**config.mk**
```make
export PLATFORM = sky130hd
export DESIGN_NAME = velocity_frame_builder_crc16_core_flat
export DESIGN_NICKNAME = d
export VERILOG_FILES = /design/src/rtl/vfb_pkg.sv /design/src/rtl/vfb_if.sv /design/src/rtl/vfb_crc_pipe.sv /design/src/rtl/velocity_frame_builder_crc16_core.sv /design/src/flat_wrapper.sv
export SDC_FILE = /design/constraint.sdc
export NUM_CORES = 1
export LEC_CHECK = 0
export ABC_CLOCK_PERIOD_IN_PS = 4900
export BUFFER_PORTS_ARGS = -buffer_cell sky130_fd_sc_hd__buf_2
export CORE_MARGIN = 4
export CORE_UTILIZATION = 60
export CTS_CLUSTER_DIAMETER = 50
export DETAILED_ROUTE_END_ITERATION = 6
export GPL_TIMING_DRIVEN = 0
export PLACE_DENSITY = 0.78
export REMOVE_ABC_BUFFERS = 1
export SYNTH_ARGS = -nofsm -noshare
export SYNTH_HDL_FRONTEND = slang
export SYNTH_SLANG_ARGS = --single-unit
```
**constraint.sdc**
```tcl
create_clock -name clk_i -period 4.9 [get_ports clk_i]
set_input_delay 1.225 -clock clk_i [delete_from_list [all_inputs] [get_ports clk_i]]
set_output_delay 1.225 -clock clk_i [all_outputs]
set_load 0.01 [all_outputs]
```
**src/rtl/vfb_pkg.sv**
```systemverilog
// ----------------------------------------------------------------------------
// vfb_pkg
// Shared types, constants and the CRC-16/MODBUS byte update for the
// velocity frame builder.
// ----------------------------------------------------------------------------
`default_nettype none

package vfb_pkg;

  localparam logic [15:0] CrcInit = 16'hFFFF;
  localparam logic [15:0] CrcPoly = 16'hA001;

  localparam logic [7:0] SyncA   = 8'hAA;
  localparam logic [7:0] SyncB   = 8'h55;
  localparam logic [7:0] CmdCode = 8'h60;
  localparam logic [7:0] EndMark = 8'hDD;

  // Byte position within the outgoing frame, in transmit order.
  typedef enum logic [3:0] {
    PosSyncA  = 4'd0,
    PosSyncB  = 4'd1,
    PosCmd    = 4'd2,
    PosLinHi  = 4'd3,
    PosLinLo  = 4'd4,
    PosAngHi  = 4'd5,
    PosAngLo  = 4'd6,
    PosCrcHi  = 4'd7,
    PosCrcLo  = 4'd8,
    PosEnd    = 4'd9
  } vfb_pos_e;

  // One command on its way to the serializer, with the running CRC.
  typedef struct packed {
    logic [15:0] lin;
    logic [15:0] ang;
    logic [15:0] crc;
  } vfb_frame_t;

  // Reflected CRC-16 update over one byte, LSB first.
  function automatic logic [15:0] crc_byte(logic [15:0] acc, logic [7:0] data);
    logic [15:0] c;
    c = acc ^ {8'h00, data};
    for (int k = 0; k < 8; k++) begin
      c = c[0] ? ((c >> 1) ^ CrcPoly) : (c >> 1);
    end
    return c;
  endfunction

  // The three header bytes never change, so their CRC is a constant.
  localparam logic [15:0] CrcHeader =
    crc_byte(crc_byte(crc_byte(CrcInit, SyncA), SyncB), CmdCode);

endpackage

`default_nettype wire

```
**src/rtl/vfb_if.sv**
```systemverilog
// ----------------------------------------------------------------------------
// vfb_cmd_if / vfb_frame_if
// Valid/ready channels for velocity commands and for outgoing frame bytes.
// ----------------------------------------------------------------------------
`default_nettype none

interface vfb_cmd_if;
  logic               valid;
  logic               ready;
  logic signed [15:0] linear_speed;
  logic signed [15:0] angular_speed;

  modport source (output valid, output linear_speed, output angular_speed, input ready);
  modport sink   (input valid, input linear_speed, input angular_speed, output ready);
endinterface

interface vfb_frame_if;
  logic       valid;
  logic       ready;
  logic [7:0] frame_byte;
  logic       frame_last;

  modport source (output valid, output frame_byte, output frame_last, input ready);
  modport sink   (input valid, input frame_byte, input frame_last, output ready);
endinterface

`default_nettype wire

```
**src/rtl/vfb_crc_pipe.sv**
```systemverilog
// ----------------------------------------------------------------------------
// vfb_crc_pipe
// Four-stage CRC pipeline: each stage folds one payload byte into the CRC
// that starts from the precomputed header value.
// ----------------------------------------------------------------------------
`default_nettype none

module vfb_crc_pipe (
  input  wire logic               clk_i,
  input  wire logic               rst_ni,
  input  wire logic               in_valid_i,
  output      logic               in_ready_o,
  input  wire logic [15:0]        in_lin_i,
  input  wire logic [15:0]        in_ang_i,
  output      logic               out_valid_o,
  input  wire logic               out_ready_i,
  output      vfb_pkg::vfb_frame_t out_item_o
);
  import vfb_pkg::*;

  localparam int unsigned Stages = 4;

  logic [Stages-1:0] vld_q;
  logic [Stages-1:0] rdy;
  vfb_frame_t        item_q [Stages];
  vfb_frame_t        item_d [Stages];

  // A stage may load when it is empty or its content moves on this cycle.
  always_comb begin
    rdy[Stages-1] = !vld_q[Stages-1] || out_ready_i;
    for (int i = Stages - 2; i >= 0; i--) begin
      rdy[i] = !vld_q[i] || rdy[i+1];
    end
  end

  always_comb begin
    item_d[0].lin = in_lin_i;
    item_d[0].ang = in_ang_i;
    item_d[0].crc = crc_byte(CrcHeader, in_lin_i[15:8]);
    item_d[1]     = item_q[0];
    item_d[1].crc = crc_byte(item_q[0].crc, item_q[0].lin[7:0]);
    item_d[2]     = item_q[1];
    item_d[2].crc = crc_byte(item_q[1].crc, item_q[1].ang[15:8]);
    item_d[3]     = item_q[2];
    item_d[3].crc = crc_byte(item_q[2].crc, item_q[2].ang[7:0]);
  end

  always_ff @(posedge clk_i or negedge rst_ni) begin
    if (!rst_ni) begin
      vld_q <= '0;
    end else begin
      if (rdy[0]) begin
        vld_q[0] <= in_valid_i;
      end
      for (int i = 1; i < Stages; i++) begin
        if (rdy[i]) begin
          vld_q[i] <= vld_q[i-1];
        end
      end
    end
  end

  always_ff @(posedge clk_i) begin
    if (rdy[0] && in_valid_i) begin
      item_q[0] <= item_d[0];
    end
    for (int i = 1; i < Stages; i++) begin
      if (rdy[i] && vld_q[i-1]) begin
        item_q[i] <= item_d[i];
      end
    end
  end

  assign in_ready_o  = rdy[0];
  assign out_valid_o = vld_q[Stages-1];
  assign out_item_o  = item_q[Stages-1];

endmodule

`default_nettype wire

```
**src/rtl/velocity_frame_builder_crc16_core.sv**
```systemverilog
// ----------------------------------------------------------------------------
// velocity_frame_builder_crc16_core
// Turns each velocity command into a ten-byte framed serial command with a
// CRC-16/MODBUS check field, one byte per output request.
// ----------------------------------------------------------------------------
// Each accepted command leaves as ten bytes: AA 55 60, linear hi/lo,
// angular hi/lo, CRC hi/lo and DD, with frame_last set on DD. The CRC runs
// through a four-stage pipeline, one payload byte per stage, and the frame
// register then puts out one byte per cycle while the output is ready. A new
// command loads as the last byte of the previous frame is taken. The first
// byte is valid once a command has passed the pipeline and frame register.
// Up to four commands wait in the pipeline while a frame is going out, so
// input requests keep being taken until the pipeline is full.
`default_nettype none

module velocity_frame_builder_crc16_core (
  input  wire logic  clk_i,
  input  wire logic  rst_ni,
  vfb_cmd_if.sink    cmd_i,
  vfb_frame_if.source frame_o
);
  import vfb_pkg::*;

  logic       pipe_vld;
  logic       pipe_rdy;
  vfb_frame_t pipe_item;

  vfb_frame_t frame_q;
  logic       busy_q;
  vfb_pos_e   pos_q;
  vfb_pos_e   pos_d;
  logic       byte_take;
  logic       frame_done;

  vfb_crc_pipe u_crc_pipe (
    .clk_i       (clk_i),
    .rst_ni      (rst_ni),
    .in_valid_i  (cmd_i.valid),
    .in_ready_o  (cmd_i.ready),
    .in_lin_i    (cmd_i.linear_speed),
    .in_ang_i    (cmd_i.angular_speed),
    .out_valid_o (pipe_vld),
    .out_ready_i (pipe_rdy),
    .out_item_o  (pipe_item)
  );

  assign byte_take  = busy_q && frame_o.ready;
  assign frame_done = byte_take && (pos_q == PosEnd);
  assign pipe_rdy   = !busy_q || frame_done;

  always_comb begin
    pos_d = vfb_pos_e'(pos_q + 4'd1);
  end

  always_ff @(posedge clk_i or negedge rst_ni) begin
    if (!rst_ni) begin
      busy_q <= 1'b0;
      pos_q  <= PosSyncA;
    end else if (pipe_rdy && pipe_vld) begin
      busy_q <= 1'b1;
      pos_q  <= PosSyncA;
    end else if (frame_done) begin
      busy_q <= 1'b0;
      pos_q  <= PosSyncA;
    end else if (byte_take) begin
      pos_q  <= pos_d;
    end
  end

  always_ff @(posedge clk_i) begin
    if (pipe_rdy && pipe_vld) begin
      frame_q <= pipe_item;
    end
  end

  always_comb begin
    case (pos_q)
      PosSyncA: frame_o.frame_byte = SyncA;
      PosSyncB: frame_o.frame_byte = SyncB;
      PosCmd:   frame_o.frame_byte = CmdCode;
      PosLinHi: frame_o.frame_byte = frame_q.lin[15:8];
      PosLinLo: frame_o.frame_byte = frame_q.lin[7:0];
      PosAngHi: frame_o.frame_byte = frame_q.ang[15:8];
      PosAngLo: frame_o.frame_byte = frame_q.ang[7:0];
      PosCrcHi: frame_o.frame_byte = frame_q.crc[15:8];
      PosCrcLo: frame_o.frame_byte = frame_q.crc[7:0];
      PosEnd:   frame_o.frame_byte = EndMark;
      default:  frame_o.frame_byte = 8'h00;
    endcase
  end

  assign frame_o.valid      = busy_q;
  assign frame_o.frame_last = (pos_q == PosEnd);

`ifndef SYNTH
  // A new frame may only load when the previous one has fully gone out.
  a_load_when_free: assert property (@(posedge clk_i) disable iff (!rst_ni)
    pipe_vld && pipe_rdy |-> !busy_q || (frame_o.ready && frame_o.frame_last))
    else $error("frame register reloaded while a frame was in progress");

  // Every frame starts with the first sync byte.
  a_frame_start: assert property (@(posedge clk_i) disable iff (!rst_ni)
    $past(pipe_vld && pipe_rdy) |-> busy_q && pos_q == PosSyncA)
    else $error("frame did not start at the first sync byte");

  // The byte position only advances when a byte has been taken.
  a_pos_hold: assert property (@(posedge clk_i) disable iff (!rst_ni)
    busy_q && !frame_o.ready |=> $stable(pos_q) && busy_q)
    else $error("frame position moved without an output request");
`endif

endmodule

`default_nettype wire

```
**src/flat_wrapper.sv**
```systemverilog
// flat-port wrapper written by rule: the top's interface ports become plain ports
module velocity_frame_builder_crc16_core_flat import vfb_pkg::*;
  (clk_i, rst_ni, cmd_i_valid, cmd_i_linear_speed, cmd_i_angular_speed, cmd_i_ready, frame_o_valid, frame_o_frame_byte, frame_o_frame_last, frame_o_ready);
  vfb_cmd_if cmd_i_i ();
  vfb_frame_if frame_o_i ();
  input  wire logic clk_i;
  input  wire logic rst_ni;
  input wire logic [$bits(cmd_i_i.valid)-1:0] cmd_i_valid;
  input wire logic [$bits(cmd_i_i.linear_speed)-1:0] cmd_i_linear_speed;
  input wire logic [$bits(cmd_i_i.angular_speed)-1:0] cmd_i_angular_speed;
  output wire logic [$bits(cmd_i_i.ready)-1:0] cmd_i_ready;
  output wire logic [$bits(frame_o_i.valid)-1:0] frame_o_valid;
  output wire logic [$bits(frame_o_i.frame_byte)-1:0] frame_o_frame_byte;
  output wire logic [$bits(frame_o_i.frame_last)-1:0] frame_o_frame_last;
  input wire logic [$bits(frame_o_i.ready)-1:0] frame_o_ready;
  assign cmd_i_i.valid = cmd_i_valid;
  assign cmd_i_i.linear_speed = cmd_i_linear_speed;
  assign cmd_i_i.angular_speed = cmd_i_angular_speed;
  assign cmd_i_ready = cmd_i_i.ready;
  assign frame_o_valid = frame_o_i.valid;
  assign frame_o_frame_byte = frame_o_i.frame_byte;
  assign frame_o_frame_last = frame_o_i.frame_last;
  assign frame_o_i.ready = frame_o_ready;
  velocity_frame_builder_crc16_core u_core (.clk_i(clk_i), .rst_ni(rst_ni), .cmd_i(cmd_i_i), .frame_o(frame_o_i));
endmodule
```
After elaboration in Yosys (flattened, before gate mapping)

Memory sizes are Yosys's and may differ from the RTL's. A register that Yosys moved wholly into a read port is not among the register bits.
Cells that the tools add are included.
W data, S select, Z words.

Latch bits: 0
RAM bits: 192
Memories kept: 1
Memory bits (read-only): 0
Register bits: 9

Memory list:

| name                     | words | bits a word | read ports | clocked after memory_dff | write ports | line               | text |
|---|---|---|---|---|---|---|---|
| u_core.u_crc_pipe.item_q | 4     | 48          | 4          | 1                        | 4           | vfb_crc_pipe.sv:25 | `vfb_frame_t item_q [Stages];` |

Multipliers: 0
$lt $le $gt $ge: 0
Divide/modulo/power cells: 0
Add/sub/neg operators: 1
Eq/ne operators: 9
Multiplexer cells: 46
Bitwise logic cells: 36
Reduce and logical (&&, ||, !) cells: 20
Shift operators: 0

Operators with widths:

| cell                  | count |
|---|---|
| $mux W16              | 32 |
| $not A2 Y3            | 31 |
| $pmux W8 S10          | 1 |
| $xor A16 B8 Y16       | 3 |
| $eq A4 B3 Y1 const B  | 4 |
| $mux W4               | 3 |
| $mux W1               | 10 |
| $eq A4 B2 Y1 const B  | 2 |
| $eq A4 B4 Y1 const B  | 2 |
| $not A5 Y8            | 1 |
| $logic_and A1 B1 Y1   | 7 |
| $logic_not A1 Y1      | 5 |
| $logic_or A1 B1 Y1    | 5 |
| $add A4 B1 Y4 const B | 1 |
| $eq A4 B1 Y1 const B  | 1 |
| $logic_not A4 Y1      | 1 |
| $not A1 Y3            | 1 |
| $reduce_bool A3 Y1    | 1 |
| $reduce_bool A2 Y1    | 1 |

Logic depth before layout (Yosys ltp)

An unclocked memory read counts as a cell.

Word-level depth: 18
Gate-level depth with buffers: 7
Depth with buffers taken out: 6

Hierarchy

From an unflattened synthesis, not the netlist that was laid out.

Cell total of the unflattened synthesis: 419
Area total of the unflattened synthesis: 8,704.6 sq um

Modules (own cells, without submodules):

| module                            | area each (sq um) | sequential area each (sq um) | cells an instance | times used |
|---|---|---|---|---|
| vfb_crc_pipe                      | 6,449.9           | 5,655.4                      | 274               | 1 |
| velocity_frame_builder_crc16_core | 2,254.7           | 1,566.5                      | 145               | 1 |

Worst setup path after synthesis

OpenSTA, ideal clock, no wires.

Path kind: input-to-reg
From: input port frame_o_ready
To: memory u_core.u_crc_pipe.item_q[3][0] (netlist name) (enable)
Stages on the path: 2
Path slack: 0.956 ns
Arrival: 3.486 ns
Buffers on the path: 0
Cells stage by stage: a21oi_1 nor2b_1

RTL lines:

| what        | line               | text |
|---|---|---|
| from (decl) | flat_wrapper.sv:15 | `input wire logic [$bits(frame_o_i.ready)-1:0] frame_o_ready;` |
| to (decl)   | vfb_crc_pipe.sv:25 |  |

Worst setup path in the final report

From: register u_core.pos_q[1]
To: output port cmd_i_ready

Longest elaborated chain between the ends: 7

Ends and longest elaborated chain:

| what                            | line                                    | text |
|---|---|---|
| from (decl)                     | velocity_frame_builder_crc16_core.sv:30 | `vfb_pos_e pos_q;` |
| from (signal assigned)          | velocity_frame_builder_crc16_core.sv:58 | `pos_q <= PosSyncA;` |
| from (signal assigned)          | velocity_frame_builder_crc16_core.sv:61 | `pos_q <= PosSyncA;` |
| from (signal assigned)          | velocity_frame_builder_crc16_core.sv:64 | `pos_q <= PosSyncA;` |
| $eq A4 B4 Y1                    | velocity_frame_builder_crc16_core.sv:48 | `assign frame_done = byte_take && (pos_q == PosEnd);` |
| $logic_and A1 B1 Y1             | velocity_frame_builder_crc16_core.sv:48 |  |
| $logic_or A1 B1 Y1              | velocity_frame_builder_crc16_core.sv:49 | `assign pipe_rdy = !busy_q \|\| frame_done;` |
| $logic_or A1 B1 Y1              | vfb_crc_pipe.sv:30                      | `rdy[Stages-1] = !vld_q[Stages-1] \|\| out_ready_i;` |
| $logic_or A1 B1 Y1 (3 in a row) | vfb_crc_pipe.sv:32                      | `rdy[i] = !vld_q[i] \|\| rdy[i+1];` |
| to (decl)                       | flat_wrapper.sv:11                      | `output wire logic [$bits(cmd_i_i.ready)-1:0] cmd_i_ready;` |

Every way passes these cells.

==> flow_summary.rst <==
.. list-table::
   :header-rows: 1

   * - Metric
     - Value
   * - Run status
     - finished clean
   * - Remaining global-route overflow
     - 0
   * - Cell area after placement
     - 9150 µm²
   * - Maximum fanout along the worst path
     - 15
   * - Reg-to-reg slack, setup
     - roughly 1.9 ns
   * - Share of cells above drive strength 1
     - 18.8%
   * - Pin count of the biggest net entering global routing
     - 45
   * - Final Slew Violations
     - 0
   * - Number of nets in the final layout
     - approximately 530
   * - Clock tree from TritonCTS
     - yes
   * - Max_slew headroom
     - between 30% and 40%
   * - Final Cycle Share
     - 77.0%
   * - First-pass detailed-route iteration total
     - 5
   * - Placer's final routability congestion estimate
     - ~0.8
   * - Achievable Freq
     - 265 MHz
   * - Worst Tran Pin Value
     - about 0.91 ns
   * - Synthesized instance count
     - between 400 and 500
   * - Wire length of the first global-routing pass
     - 19.9 mm
   * - Diode count
     - 0
   * - Placeable core region
     - 14000 µm²
   * - Count of maximum capacitance violations
     - 0
   * - Post-synthesis cell area
     - between 8000 and 9000 µm²
   * - Width of the chip
     - 128 µm
   * - Routed via count
     - 3636
   * - Most common cell after layout, fill and taps aside
     - edfxtp_1
   * - Type of destination of the critical path
     - output port
   * - Crit path DAT
     - about 2.6 ns
   * - Final setup vio count
     - 0
   * - Number of antenna-violating nets in the routed design
     - 0
   * - Async set-reset flop share out of synthesis
     - ~3.7%
   * - Placed wire-length estimate
     - 7.91 mm
   * - Leak Pwr
     - 3.36 nW
   * - End point of the critical path
     - cmd_i_ready
   * - Clock tree root buffer cell
     - clkbuf_16
   * - RR Endpoint
     - u_core.u_crc_pipe.item_q[0][47]$_DFFE_PP_
   * - Ordered list of cells on the worst path
     - inv_1, ha_1, and3b_1, a21oi_1, nand4_1, buf_2
   * - Yosys cell types
     - 39
   * - Worst Setup Slack, final
     - 1.13 ns
   * - Setup slack at placement
     - 1.52 ns
   * - Clock Skews
     - roughly 0.0054 ns
   * - Cell depth of the worst flop-to-flop path
     - 6
   * - Count of endpoints failing hold in the final timing report
     - 0
   * - Number of flops mapped to enable cells by yosys
     - 233
   * - Number of buffers created by CTS
     - 23
   * - Worst setup path startpoint
     - u_core.pos_q[1]$_DFFE_PN0P_
   * - Final instance area
     - 9850 µm²
   * - Minimum clock period
     - about 3.8 ns
   * - Count of synthesis-stage warnings from yosys
     - 0
   * - Stage delay of the slowest cell on the critical path
     - roughly 0.44 ns
   * - Total global routing track utilization
     - 15.8%
   * - Number of cells upsized or downsized after cts
     - 0
   * - Detailed router's first-iteration violation count
     - about 240
   * - Path class of the lowest-slack min-delay path
     - reg -> reg
   * - Dominant synthesized flop cell
     - edfxtp_1
   * - Starting utilization of the core area
     - 61.8%
   * - Slowest stage cell, crit path
     - a21oi_1
   * - Number of placement rows
     - 43
   * - Clock network latency to the later pin of the worst-skew pair
     - 0.49 ns
   * - DIE HEIGHT
     - around 130 µm
   * - Area overhead of the layout relative to synthesis
     - 13.9%
   * - Nature of the critical path startpoint
     - register
   * - Flop and latch count out of synthesis
     - ~240
   * - Most frequent cells in the layout
     - edfxtp_1 (233), buf_2 (46), xnor2_1 (38), xor2_1 (23), clkbuf_16 (23)
   * - Type of the worst setup path
     - reg -> out
   * - Syn Area/Cell
     - 20.5 µm²
   * - Mean routed wirelength per cell
     - about 18 µm
   * - Detail-routed via count per cell
     - 5.34
   * - Power Density
     - approximately 500 nW/µm²
   * - Max rail drop VDD
     - 0.312 mV
   * - RSZ-0062 raised after global routing
     - no
   * - CTS Sinks
     - 242
   * - Worst reg2reg path startpoint
     - u_core.pos_q[1]$_DFFE_PN0P_
   * - Clock transition at path regs
     - 0.06 ns
   * - Share of synthesized area occupied by flip-flops and latches
     - a little over four fifths
   * - H-tree levels
     - 1
   * - Die outline area
     - 16400 µm²
   * - Buffer count from post-CTS setup fixing
     - 0
   * - Largest buffer count on any clock path
     - 3
   * - Drc violations
     - 0
   * - Detailed Route WL
     - 12.2 mm
   * - Post-CTS Hold Fix Bufs
     - 0
   * - I/O pins
     - between 40 and 50
   * - Antenna violations before repair
     - 0
   * - Via count of the first global-routing pass
     - between 3000 and 4000
   * - Critical path data required time
     - 3.67 ns
   * - Number of buffers added on ports
     - 46
-- kinds of logic (layout without fill, tap and decap cells) --
kind of cell,Yosys count,count (layout),synth area share [%]
AOI/OAI and AO/OA,46,46,3.81
xor gates and xnor gates,70,70,8.41
adders and majority gates,4,4,0.579
buffers and inverters,15,94,0.666
DFF,242,242,83.5
muxes,5,5,0.637
and+or+nand+nor,40,40,2.37
-- layout make-up --
cell class / instances / area [µm²]
fillers: 823 / 4140
well taps: 180 / 225
repair buffers: 50 / 310
clock inverters: 11 / 101
flip-flops and latches: 242 / 7220
inverters: 4 / 15.0
multi-input cells: 165 / 1380
clock buffers: 29 / 598
-- flip-flops by register name, indices dropped and copies added (netlist names) --
register                  cells
u_core.u_crc_pipe.vld_q       4
u_core.u_crc_pipe.item_q    185
u_core.frame_o.valid          1
u_core.frame_q               48
u_core.pos_q                  4
-- power breakdown --
group | switching [W] | internal (W)
sequential | 0.000101 | 0.00247
combinational | 0.000378 | 0.000300
clock | 0.000670 | 0.000965
total | 0.00115 | 0.00373
-- through the flow --
step | hold WS (ns) | setup TNS [ns] | util [%] | instances | power, W
after floorplan | 0.400 | 0 | - | 411 | 0.00305
final | 0.411 | 0 | 70.4 | 681 | 0.00488
after global placement | 0.403 | -2.92 | 64.8 | 637 | 0.00325
after CTS | 0.414 | 0 | 70.4 | 681 | 0.00492
after global routing | 0.421 | 0 | 70.4 | 681 | 0.00510
after detailed placement | 0.405 | 0 | 65.4 | 641 | 0.00329
-- how the worst min path moves through the flow --
stage,start,end,slack (ns),cells after the start
after floorplan,u_core.u_crc_pipe.item_q[3][0]$_DFFE_PP_,u_core.frame_q[0]$_DFFE_PP_,0.40,0
after global placement,u_core.u_crc_pipe.item_q[0][16]$_DFFE_PP_,u_core.u_crc_pipe.item_q[1][16]$_DFFE_PP_,0.40,0
after detailed placement,u_core.u_crc_pipe.item_q[3][12]$_DFFE_PP_,u_core.frame_q[12]$_DFFE_PP_,0.40,0
after CTS,u_core.u_crc_pipe.item_q[2][34]$_DFFE_PP_,u_core.u_crc_pipe.item_q[3][34]$_DFFE_PP_,0.41,0
after global routing,u_core.u_crc_pipe.item_q[2][40]$_DFFE_PP_,u_core.u_crc_pipe.item_q[3][40]$_DFFE_PP_,0.42,0
final,u_core.u_crc_pipe.item_q[1][16]$_DFFE_PP_,u_core.u_crc_pipe.item_q[2][16]$_DFFE_PP_,0.41,0
-- synth_stat cells, types with 4 or more instances --
cell,n,area [µm²]
edfxtp_1,233,7000
xnor2_1,38,333
xor2_1,23,201
nand2_1,11,41.3
clkbuf_1,10,37.5
dfrtp_1,9,225
a21oi_1,8,40.0
a22o_1,7,61.3
nor2_1,7,26.3
a22oi_1,6,45.0
nand2b_1,6,37.5
nor2b_1,6,37.5
o21ai_0,6,30.0
xnor3_1,5,113
and2_1,4,25.0
ha_1,4,50.1
inv_1,4,15.0
mux2_2,4,45.0
o22ai_1,4,25.0
-- worst max-delay path: cells and delay by family (launching register included) --
family / cells / cell delay (ns)
AO/OA/AOI/OAI: 1 / 0.44
AND/OR/NAND/NOR: 2 / 0.53
adder cells (fa/ha/maj): 1 / 0.40
flip-flops: 1 / 0.42
buffers and inverters: 2 / 0.26
-- metal layers --
| metal | part of all wire (%) | global-route usage (%) | vias up | routed length (µm) |
|---|---|---|---|---|
| li1 | - | - | 1745 | - |
| met1 | 42 | 21.3 | 1753 | 5090 |
| met2 | 50 | 26.2 | 108 | 6140 |
| met3 | 5.7 | 2.71 | 30 | 699 |
| met4 | 2.6 | 6.18 | 0 | 318 |
| met5 | 0 | 0 | - | 0 |
Power figures use the tool's default switching activity.
